File: src/design/rsd_pkg.sv
`timescale 1ns / 1ps
`default_nettype none
package rsd_pkg;

  // RAID level codes.
  localparam logic [2:0] LVL_RAID0  = 3'd0;
  localparam logic [2:0] LVL_RAID01 = 3'd1;
  localparam logic [2:0] LVL_RAID10 = 3'd2;
  localparam logic [2:0] LVL_RAID4  = 3'd3;
  localparam logic [2:0] LVL_RAID5  = 3'd4;

  // Configuration register indexes.
  localparam logic [1:0] CFG_RAID_LEVEL    = 2'd0;
  localparam logic [1:0] CFG_DISK_COUNT    = 2'd1;
  localparam logic [1:0] CFG_CHUNK_SIZE    = 2'd2;
  localparam logic [1:0] CFG_TOTAL_STRIPES = 2'd3;

  // Largest chunk size accepted in RAID0.
  localparam logic [4:0] GROUP_LIMIT = 5'd16;

  typedef struct packed {
    logic [19:0] row_index;
    logic [3:0]  disk_index;
  } req_t;

  typedef struct packed {
    logic [23:0] sector;
    logic        is_parity;
    logic        valid_res;
  } rsp_t;

  typedef struct packed {
    logic [2:0]  raid_level;
    logic [4:0]  disk_count;
    logic [4:0]  chunk_size;
    logic [19:0] total_stripes;
  } cfg_t;

endpackage
`default_nettype wire

File: src/design/rsd_div.sv
`timescale 1ns / 1ps
`default_nettype none
module rsd_div #(
  parameter int W      = 20,
  parameter int STAGES = 5,
  parameter int BPS    = 4
) (
  input  wire logic              clk,
  input  wire logic [STAGES-1:0] en,
  input  wire logic [W-1:0]      dividend,
  input  wire logic [4:0]        divisor,
  output logic      [W-1:0]      quot,
  output logic      [4:0]        rem
);

  localparam int PW = STAGES * BPS;

  logic [PW-1:0] x_q   [STAGES];
  logic [PW-1:0] q_q   [STAGES];
  logic [4:0]    r_q   [STAGES];
  logic [PW-1:0] x_nxt [STAGES];
  logic [PW-1:0] q_nxt [STAGES];
  logic [4:0]    r_nxt [STAGES];

  // Restoring division, BPS quotient bits per stage, most significant first.
  always_comb begin
    logic [5:0]    rr;
    logic [4:0]    rt;
    logic [PW-1:0] xt;
    logic [PW-1:0] qt;
    for (int k = 0; k < STAGES; k++) begin
      if (k == 0) begin
        xt = PW'(dividend);
        qt = '0;
        rt = '0;
      end else begin
        xt = x_q[k-1];
        qt = q_q[k-1];
        rt = r_q[k-1];
      end
      for (int j = 0; j < BPS; j++) begin
        rr = {rt, xt[PW-1]};
        xt = {xt[PW-2:0], 1'b0};
        if (rr >= {1'b0, divisor}) begin
          rr = rr - {1'b0, divisor};
          qt = {qt[PW-2:0], 1'b1};
        end else begin
          qt = {qt[PW-2:0], 1'b0};
        end
        rt = rr[4:0];
      end
      x_nxt[k] = xt;
      q_nxt[k] = qt;
      r_nxt[k] = rt;
    end
  end

  // Stage registers advance under the pipeline enables.
  always_ff @(posedge clk) begin
    for (int k = 0; k < STAGES; k++) begin
      if (en[k]) begin
        x_q[k] <= x_nxt[k];
        q_q[k] <= q_nxt[k];
        r_q[k] <= r_nxt[k];
      end
    end
  end

  assign quot = q_q[STAGES-1][W-1:0];
  assign rem  = r_q[STAGES-1];

endmodule
`default_nettype wire

File: src/design/rsd_map.sv
`timescale 1ns / 1ps
`default_nettype none
module rsd_map #(
  parameter int SW        = 20,
  parameter int MAX_DISKS = 16
) (
  input  wire logic          clk,
  input  wire logic          en_mul,
  input  wire logic          en_out,
  input  wire rsd_pkg::cfg_t cfg,
  input  wire logic [SW-1:0] s,
  input  wire logic [3:0]    d,
  input  wire logic [SW-1:0] q_s,
  input  wire logic [SW-1:0] q_t,
  input  wire logic [4:0]    r_c,
  input  wire logic [4:0]    r_n,
  output rsd_pkg::rsp_t      rsp
);
  import rsd_pkg::*;

  localparam int            PRW  = SW + 10;
  localparam logic [6:0]    MAXD = 7'(MAX_DISKS);

  logic [9:0]     nc;
  logic [SW-1:0]  mul_a;
  logic [9:0]     mul_b;
  logic [PRW-1:0] prod_full;
  logic [PRW+23:0] prod_ext;
  logic [9:0]     addend;
  logic [4:0]     half;
  logic [4:0]     dd;
  logic [5:0]     rot;
  logic           ok;
  logic           par;
  logic           s_lt_t;

  logic [23:0]    prod_q;
  logic [9:0]     addend_q;
  logic           ok_q;
  logic           par_q;

  // Chunk pitch n*c is registered and follows the configuration in the next cycle.
  always_ff @(posedge clk) begin
    nc <= 10'(cfg.disk_count) * 10'(cfg.chunk_size);
  end

  // Level decode: multiplier operands, addend, parity and range checks.
  always_comb begin
    half   = {1'b0, cfg.disk_count[4:1]};
    dd     = {1'b0, d};
    rot    = {1'b0, dd} + {1'b0, r_n};
    s_lt_t = s < cfg.total_stripes[SW-1:0];
    ok     = (cfg.raid_level <= LVL_RAID5) && (cfg.disk_count >= 5'd2) &&
             ({2'b0, cfg.disk_count} <= MAXD) && (dd < cfg.disk_count);
    par    = 1'b0;
    mul_a  = s;
    mul_b  = 10'(cfg.disk_count - 5'd1);
    addend = 10'(dd);
    case (cfg.raid_level)
      LVL_RAID0: begin
        mul_a  = q_s;
        mul_b  = nc;
        addend = 10'(dd) * 10'(cfg.chunk_size) + 10'(r_c);
        ok     = ok && (cfg.chunk_size != 5'd0) &&
                 (cfg.chunk_size <= GROUP_LIMIT) && (q_s < q_t);
      end
      LVL_RAID01: begin
        mul_b  = 10'(half);
        addend = (dd >= half) ? 10'(dd - half) : 10'(dd);
        ok     = ok && !cfg.disk_count[0] && s_lt_t;
      end
      LVL_RAID10: begin
        mul_b  = 10'(half);
        addend = 10'(dd >> 1);
        ok     = ok && !cfg.disk_count[0] && s_lt_t;
      end
      LVL_RAID4: begin
        par = dd == cfg.disk_count - 5'd1;
        ok  = ok && s_lt_t;
      end
      default: begin
        par    = dd == cfg.disk_count - 5'd1 - r_n;
        addend = (rot >= {1'b0, cfg.disk_count}) ? 10'(rot - {1'b0, cfg.disk_count})
                                                 : 10'(rot);
        ok     = ok && s_lt_t;
      end
    endcase
  end

  assign prod_full = PRW'(mul_a) * PRW'(mul_b);
  assign prod_ext  = {24'd0, prod_full};

  // Multiply stage.
  always_ff @(posedge clk) begin
    if (en_mul) begin
      prod_q   <= prod_ext[23:0];
      addend_q <= addend;
      ok_q     <= ok;
      par_q    <= par && ok;
    end
  end

  // Output stage: final add and zeroing of parity and invalid places.
  always_ff @(posedge clk) begin
    if (en_out) begin
      rsp.sector    <= (ok_q && !par_q) ? prod_q + 24'(addend_q) : 24'd0;
      rsp.is_parity <= par_q;
      rsp.valid_res <= ok_q;
    end
  end

endmodule
`default_nettype wire

File: src/design/raid_sector_to_disk_map.sv
`timescale 1ns / 1ps
`default_nettype none
// Maps a (stripe, disk) place of a RAID0/01/10/4/5 array to the logical
// sector stored there, or flags it as parity or invalid. One word is taken
// every cycle unless req_stall is raised; each result passes through an input
// register, the pipelined dividers that yield stripe/chunk, total/chunk and
// stripe mod disk count four quotient bits per stage, a multiply stage and
// an output stage. Configuration is registered and must only change while
// idle.
module raid_sector_to_disk_map #(
  parameter int MAX_DISKS   = 16,
  parameter int STRIPE_BITS = 20
) (
  input  wire logic          clk,
  input  wire logic          rst,
  input  wire logic          req_valid,
  output logic               req_stall,
  input  wire rsd_pkg::req_t req,
  output logic               rsp_valid,
  input  wire logic          rsp_stall,
  output rsd_pkg::rsp_t      rsp,
  input  wire logic          cfg_write,
  input  wire logic [1:0]    cfg_index,
  input  wire logic [19:0]   cfg_data
);
  import rsd_pkg::*;

  localparam int SW = (STRIPE_BITS < 20) ? STRIPE_BITS : 20;
  localparam int P  = (SW + 3) / 4;

  cfg_t          cfg;
  logic [P+2:0]  v;
  logic [P+3:0]  en;
  logic [SW-1:0] s_pipe [P+1];
  logic [3:0]    d_pipe [P+1];
  logic [SW-1:0] q_s;
  logic [SW-1:0] q_t;
  logic [SW-1:0] q_n_unused;
  logic [4:0]    r_c;
  logic [4:0]    r_n;
  logic [4:0]    r_t_unused;

  // Configuration registers.
  always_ff @(posedge clk) begin
    if (rst) begin
      cfg.raid_level    <= LVL_RAID0;
      cfg.disk_count    <= 5'd2;
      cfg.chunk_size    <= 5'd1;
      cfg.total_stripes <= 20'd0;
    end else if (cfg_write) begin
      case (cfg_index)
        CFG_RAID_LEVEL: cfg.raid_level    <= cfg_data[2:0];
        CFG_DISK_COUNT: cfg.disk_count    <= cfg_data[4:0];
        CFG_CHUNK_SIZE: cfg.chunk_size    <= cfg_data[4:0];
        default:        cfg.total_stripes <= cfg_data;
      endcase
    end
  end

  // A stage loads when it is empty or the stage after it moves on.
  always_comb begin
    en[P+3] = !rsp_stall;
    for (int k = P + 2; k >= 0; k--) begin
      en[k] = !v[k] || en[k+1];
    end
  end

  assign req_stall = !en[0];
  assign rsp_valid = v[P+2];

  // Valid bits travel with the words.
  always_ff @(posedge clk) begin
    if (rst) begin
      v <= '0;
    end else begin
      for (int k = 0; k <= P + 2; k++) begin
        if (en[k]) begin
          v[k] <= (k == 0) ? req_valid : v[k-1];
        end
      end
    end
  end

  // Stripe and disk ride alongside the divider.
  always_ff @(posedge clk) begin
    for (int k = 0; k <= P; k++) begin
      if (en[k]) begin
        if (k == 0) begin
          s_pipe[k] <= req.row_index[SW-1:0];
          d_pipe[k] <= req.disk_index;
        end else begin
          s_pipe[k] <= s_pipe[k-1];
          d_pipe[k] <= d_pipe[k-1];
        end
      end
    end
  end

  // Stripe divided by chunk size.
  rsd_div #(.W(SW), .STAGES(P), .BPS(4)) u_div_sc (
    .clk      (clk),
    .en       (en[P:1]),
    .dividend (s_pipe[0]),
    .divisor  (cfg.chunk_size),
    .quot     (q_s),
    .rem      (r_c)
  );

  // Total stripes divided by chunk size, for the whole-group limit.
  rsd_div #(.W(SW), .STAGES(P), .BPS(4)) u_div_tc (
    .clk      (clk),
    .en       (en[P:1]),
    .dividend (cfg.total_stripes[SW-1:0]),
    .divisor  (cfg.chunk_size),
    .quot     (q_t),
    .rem      (r_t_unused)
  );

  // Stripe modulo disk count, for the RAID5 parity rotation.
  rsd_div #(.W(SW), .STAGES(P), .BPS(4)) u_div_sn (
    .clk      (clk),
    .en       (en[P:1]),
    .dividend (s_pipe[0]),
    .divisor  (cfg.disk_count),
    .quot     (q_n_unused),
    .rem      (r_n)
  );

  rsd_map #(.SW(SW), .MAX_DISKS(MAX_DISKS)) u_map (
    .clk    (clk),
    .en_mul (en[P+1]),
    .en_out (en[P+2]),
    .cfg    (cfg),
    .s      (s_pipe[P]),
    .d      (d_pipe[P]),
    .q_s    (q_s),
    .q_t    (q_t),
    .r_c    (r_c),
    .r_n    (r_n),
    .rsp    (rsp)
  );

`ifndef SYNTHESIS
  // An accepted word always lands in the first stage.
  a_accept_lands: assert property (@(posedge clk) disable iff (rst)
    req_valid && !req_stall |=> v[0])
    else $error("accepted word not captured");

  // Invalid places carry no sector and no parity.
  a_invalid_zero: assert property (@(posedge clk) disable iff (rst)
    rsp_valid && !rsp.valid_res |-> rsp.sector == 24'd0 && !rsp.is_parity)
    else $error("invalid result not zeroed");

  // Parity places are valid and carry no sector.
  a_parity_zero: assert property (@(posedge clk) disable iff (rst)
    rsp_valid && rsp.is_parity |-> rsp.valid_res && rsp.sector == 24'd0)
    else $error("parity result malformed");
`endif

endmodule
`default_nettype wire

File: config.mk
export PLATFORM = sky130hd
export DESIGN_NAME = raid_sector_to_disk_map
export DESIGN_NICKNAME = d
export VERILOG_FILES = /design/src/design/rsd_pkg.sv /design/src/design/rsd_div.sv /design/src/design/rsd_map.sv /design/src/design/raid_sector_to_disk_map.sv
export SDC_FILE = /design/constraint.sdc
export NUM_CORES = 2
export LEC_CHECK = 0
export BUFFER_PORTS_ARGS = -buffer_cell sky130_fd_sc_hd__buf_2
export CAP_MARGIN = 30
export CORE_UTILIZATION = 65
export CTS_CLUSTER_SIZE = 20
export DETAILED_ROUTE_END_ITERATION = 8
export PLACE_DENSITY = 0.85
export SLEW_MARGIN = 15
export SYNTH_ARGS = -nofsm -noshare
export SYNTH_HDL_FRONTEND = slang
export SYNTH_SLANG_ARGS = --single-unit
File: constraint.sdc
create_clock -name clk -period 10.15 [get_ports clk]
set_input_delay 1.015 -clock clk [delete_from_list [all_inputs] [get_ports clk]]
set_output_delay 1.015 -clock clk [all_outputs]
set_load 0.05 [all_outputs]
==> flow_summary.json <==
{
  "postCtsSetupBuffers": 0,
  "crit_fanout": 13,
  "yosysUniqueCellTypes": 90,
  "drcViolationCount": 0,
  "startpoint": "cfg[27]",
  "cts_max_level": 2,
  "final_common_cell": "inv_1",
  "die_area_mm2": 0.0605,
  "detailedPlacementHpwl_um": 67500,
  "track_usage": 0.308,
  "period_minus_slack_ns": 9.17,
  "die_width_um": 246,
  "cts_hold_buffers": 0,
  "grt_start_max_net_pins": 65,
  "crit-reg2reg-capture": "u_div_sn.r_q[4][3]",
  "drive_gt1_frac": 0.0912,
  "dr_total_vias": 28500,
  "async_reset_ff_frac": 0,
  "slew_viol_final": 0,
  "first_pass_iters": 8,
  "layout_common_cells": "inv_1 (443), ha_1 (441), edfxtp_1 (436)",
  "route.antenna.remaining_nets": 0,
  "detail_route.iter0.violations": 2319,
  "synthCells": 3669,
  "maximum_clock_skew_at_final_layout_ns": 0.0374,
  "achievable-frequency_mhz": 109,
  "crit_path_end_kind": "register",
  "layout_worst_path_cycle_share": 0.903,
  "timing.hold.ws_ns": 0.414,
  "cts_num_sinks": 487,
  "placement.io_buffers": 78,
  "max_slew.worst_pin.slew_ns": 1.13,
  "cp_slowest_cell": "nor4b_1",
  "io_pins": 79,
  "setup_viol": 0,
  "initial_antenna_violation_count": 1,
  "criticalPathCategory": "register to register",
  "avgSynthCellArea_um2": 10.5,
  "num_rows": 89,
  "crit_path_setup_slack_layout_ns": 0.982,
  "hold_path_class": "register to register",
  "detailed_place.area_mm2": 0.0401,
  "global_route_wire_length_before_repair_um": 146000,
  "worstReg2RegStart": "cfg[27]",
  "synth_flop_cell": "edfxtp_1",
  "synth-warning-count": 0,
  "critical_path_required_ns": 10.52,
  "cpPeakStageDelay_ns": 0.71,
  "grt_setup_unrepaired": "no",
  "worstPathArrival_ns": 9.54,
  "initial_utilization": 0.656,
  "floorplan.die.height_um": 246,
  "clock-root-buffer": "clkbuf_16",
  "maxCapViolCount": 0,
  "place_congestion": 0.941,
  "cts_resized": 0,
  "run_status": "completed",
  "hold_viol": 0,
  "first_global_vias": 28500,
  "path_clk_slew_ns": 0.07,
  "tritoncts.num_buffers": 52,
  "detail_route.vias_per_cell": 6.20,
  "insertion_delay_ns": 0.64,
  "grt_overflow_total": 0,
  "number_of_enable_flip_flop_cells_after_synthesis": 436,
  "worstRegToRegCells": 31,
  "preCtsSetupSlack_ns": 1.29,
  "tritoncts": "yes",
  "setup.reg_to_reg.worst_slack_ns": 0.98,
  "syn-num-nets": 4370,
  "design.final.nets": 4482,
  "core_area_mm2": 0.0589,
  "layout.cell_area.non_filler_mm2": 0.0421,
  "critical_path.endpoint": "u_div_sn.r_q[4][3]",
  "slew-limit-headroom": 0.249,
  "cts_buffer_depth": 3,
  "timing.critical_path.from_type": "register",
  "synthToLayoutAreaGrowth_pct": 8.89,
  "post_synth_instance_area_mm2": 0.0387,
  "routed_wirelength_um": 92600,
  "synth.ff_latch_count": 487,
  "drt-wirelength-per-cell_um": 20.1,
  "tns_setup_ns": 0,
  "share_of_the_yosys_chip_area_belonging_to_registers": 0.365
}
[cell type report]
cell class | instances | area (um2)
well taps | 773 | 967
repair buffers | 122 | 793
diodes | 1 | 2.50
clock buffers | 61 | 1370
inverters | 450 | 1690
fillers | 3922 | 16800
clock inverters | 37 | 538
flip-flops and latches | 487 | 14100
multi-input cells | 2668 | 22600
[layer usage]
metal / global-route usage / up-vias / wire [um]
met5: 0 / - / 17
met4: 0.155 / 2 / 4930
met3: 0.0522 / 293 / 7140
met2: 0.526 / 1305 / 44500
met1: 0.374 / 13700 / 36000
li1: - / 13200 / -
[Yosys cell counts (21+ instances only)]
master      n  area share
xor2_1     72       0.016
clkbuf_1   46      0.0045
nand2_1   302       0.029
o21ai_0   129       0.017
edfxtp_1  436        0.34
dfxtp_1    51       0.026
fa_1      209        0.11
nand3_1    33      0.0043
ha_1      441        0.14
a21oi_1   248       0.032
and2_1     34      0.0055
xnor2_1   139       0.031
nor2_1    233       0.023
and3_1     21      0.0034
a21o_1    140       0.027
nor2b_1    82       0.013
mux2i_1    87       0.023
nand2b_1   31      0.0050
nand4_1    39      0.0063
or3_1      25      0.0040
mux2_2     67       0.020
inv_1     450       0.044
a31oi_1    22      0.0036
[registers in the layout, indices dropped and copies added, names as in the netlist, 25 cells and up]
signal	cells
s_pipe	120
u_div_sc.q_q	60
u_div_tc.q_q	60
u_div_tc.x_q	40
cfg	33
u_map.rsp	26
u_div_sc.r_q	25
u_div_sn.r_q	25
[worst min path at each step]
stage	depth (start not counted)	slack, ns	to	start
2_1_floorplan	0	0.40	d_pipe[1][0]	d_pipe[0][0]
3_3_place_gp	0	0.40	d_pipe[1][2]	d_pipe[0][2]
3_5_place_dp	0	0.40	s_pipe[2][3]	s_pipe[1][3]
4_1_cts	0	0.41	u_div_tc.x_q[0][45]	u_div_tc.x_q[0][25]
5_1_grt	0	0.42	s_pipe[1][5]	s_pipe[0][5]
6_report	0	0.41	s_pipe[2][2]	s_pipe[1][2]
[kinds of logic (layout without fill, tap and decap cells)]
kind of cell,after synthesis,in the layout,synth area share
AO/OA/AOI/OAI,762,762,0.132
XOR/XNOR,211,211,0.0478
adder cells (fa/ha/maj),650,650,0.251
buffers and inverters,514,670,0.0507
flip-flops,487,487,0.365
multiplexers,156,156,0.0427
other,0,1,0
AND/OR/NAND/NOR,889,889,0.111
[through the flow]
step | utilization | instances
after detailed placement | 0.681 | 4495
after global routing | 0.715 | 4598
after CTS | 0.714 | 4593
after floorplan | - | 3669
after global placement | 0.680 | 4490
final | 0.715 | 4599
[critical path: cells and delay by family, from the launching register on]
kind / cells / cell delay, ns
AO/OA/AOI/OAI: 14 / 3.30
buffers and inverters: 3 / 0.56
adder cells (fa/ha/maj): 4 / 1.55
AND/OR/NAND/NOR: 8 / 2.20
flip-flops: 1 / 0.59
multiplexers: 2 / 0.71
Power is not shown: default switching activity piles up to over one toggle a cycle in this logic, so the estimate is an artifact.
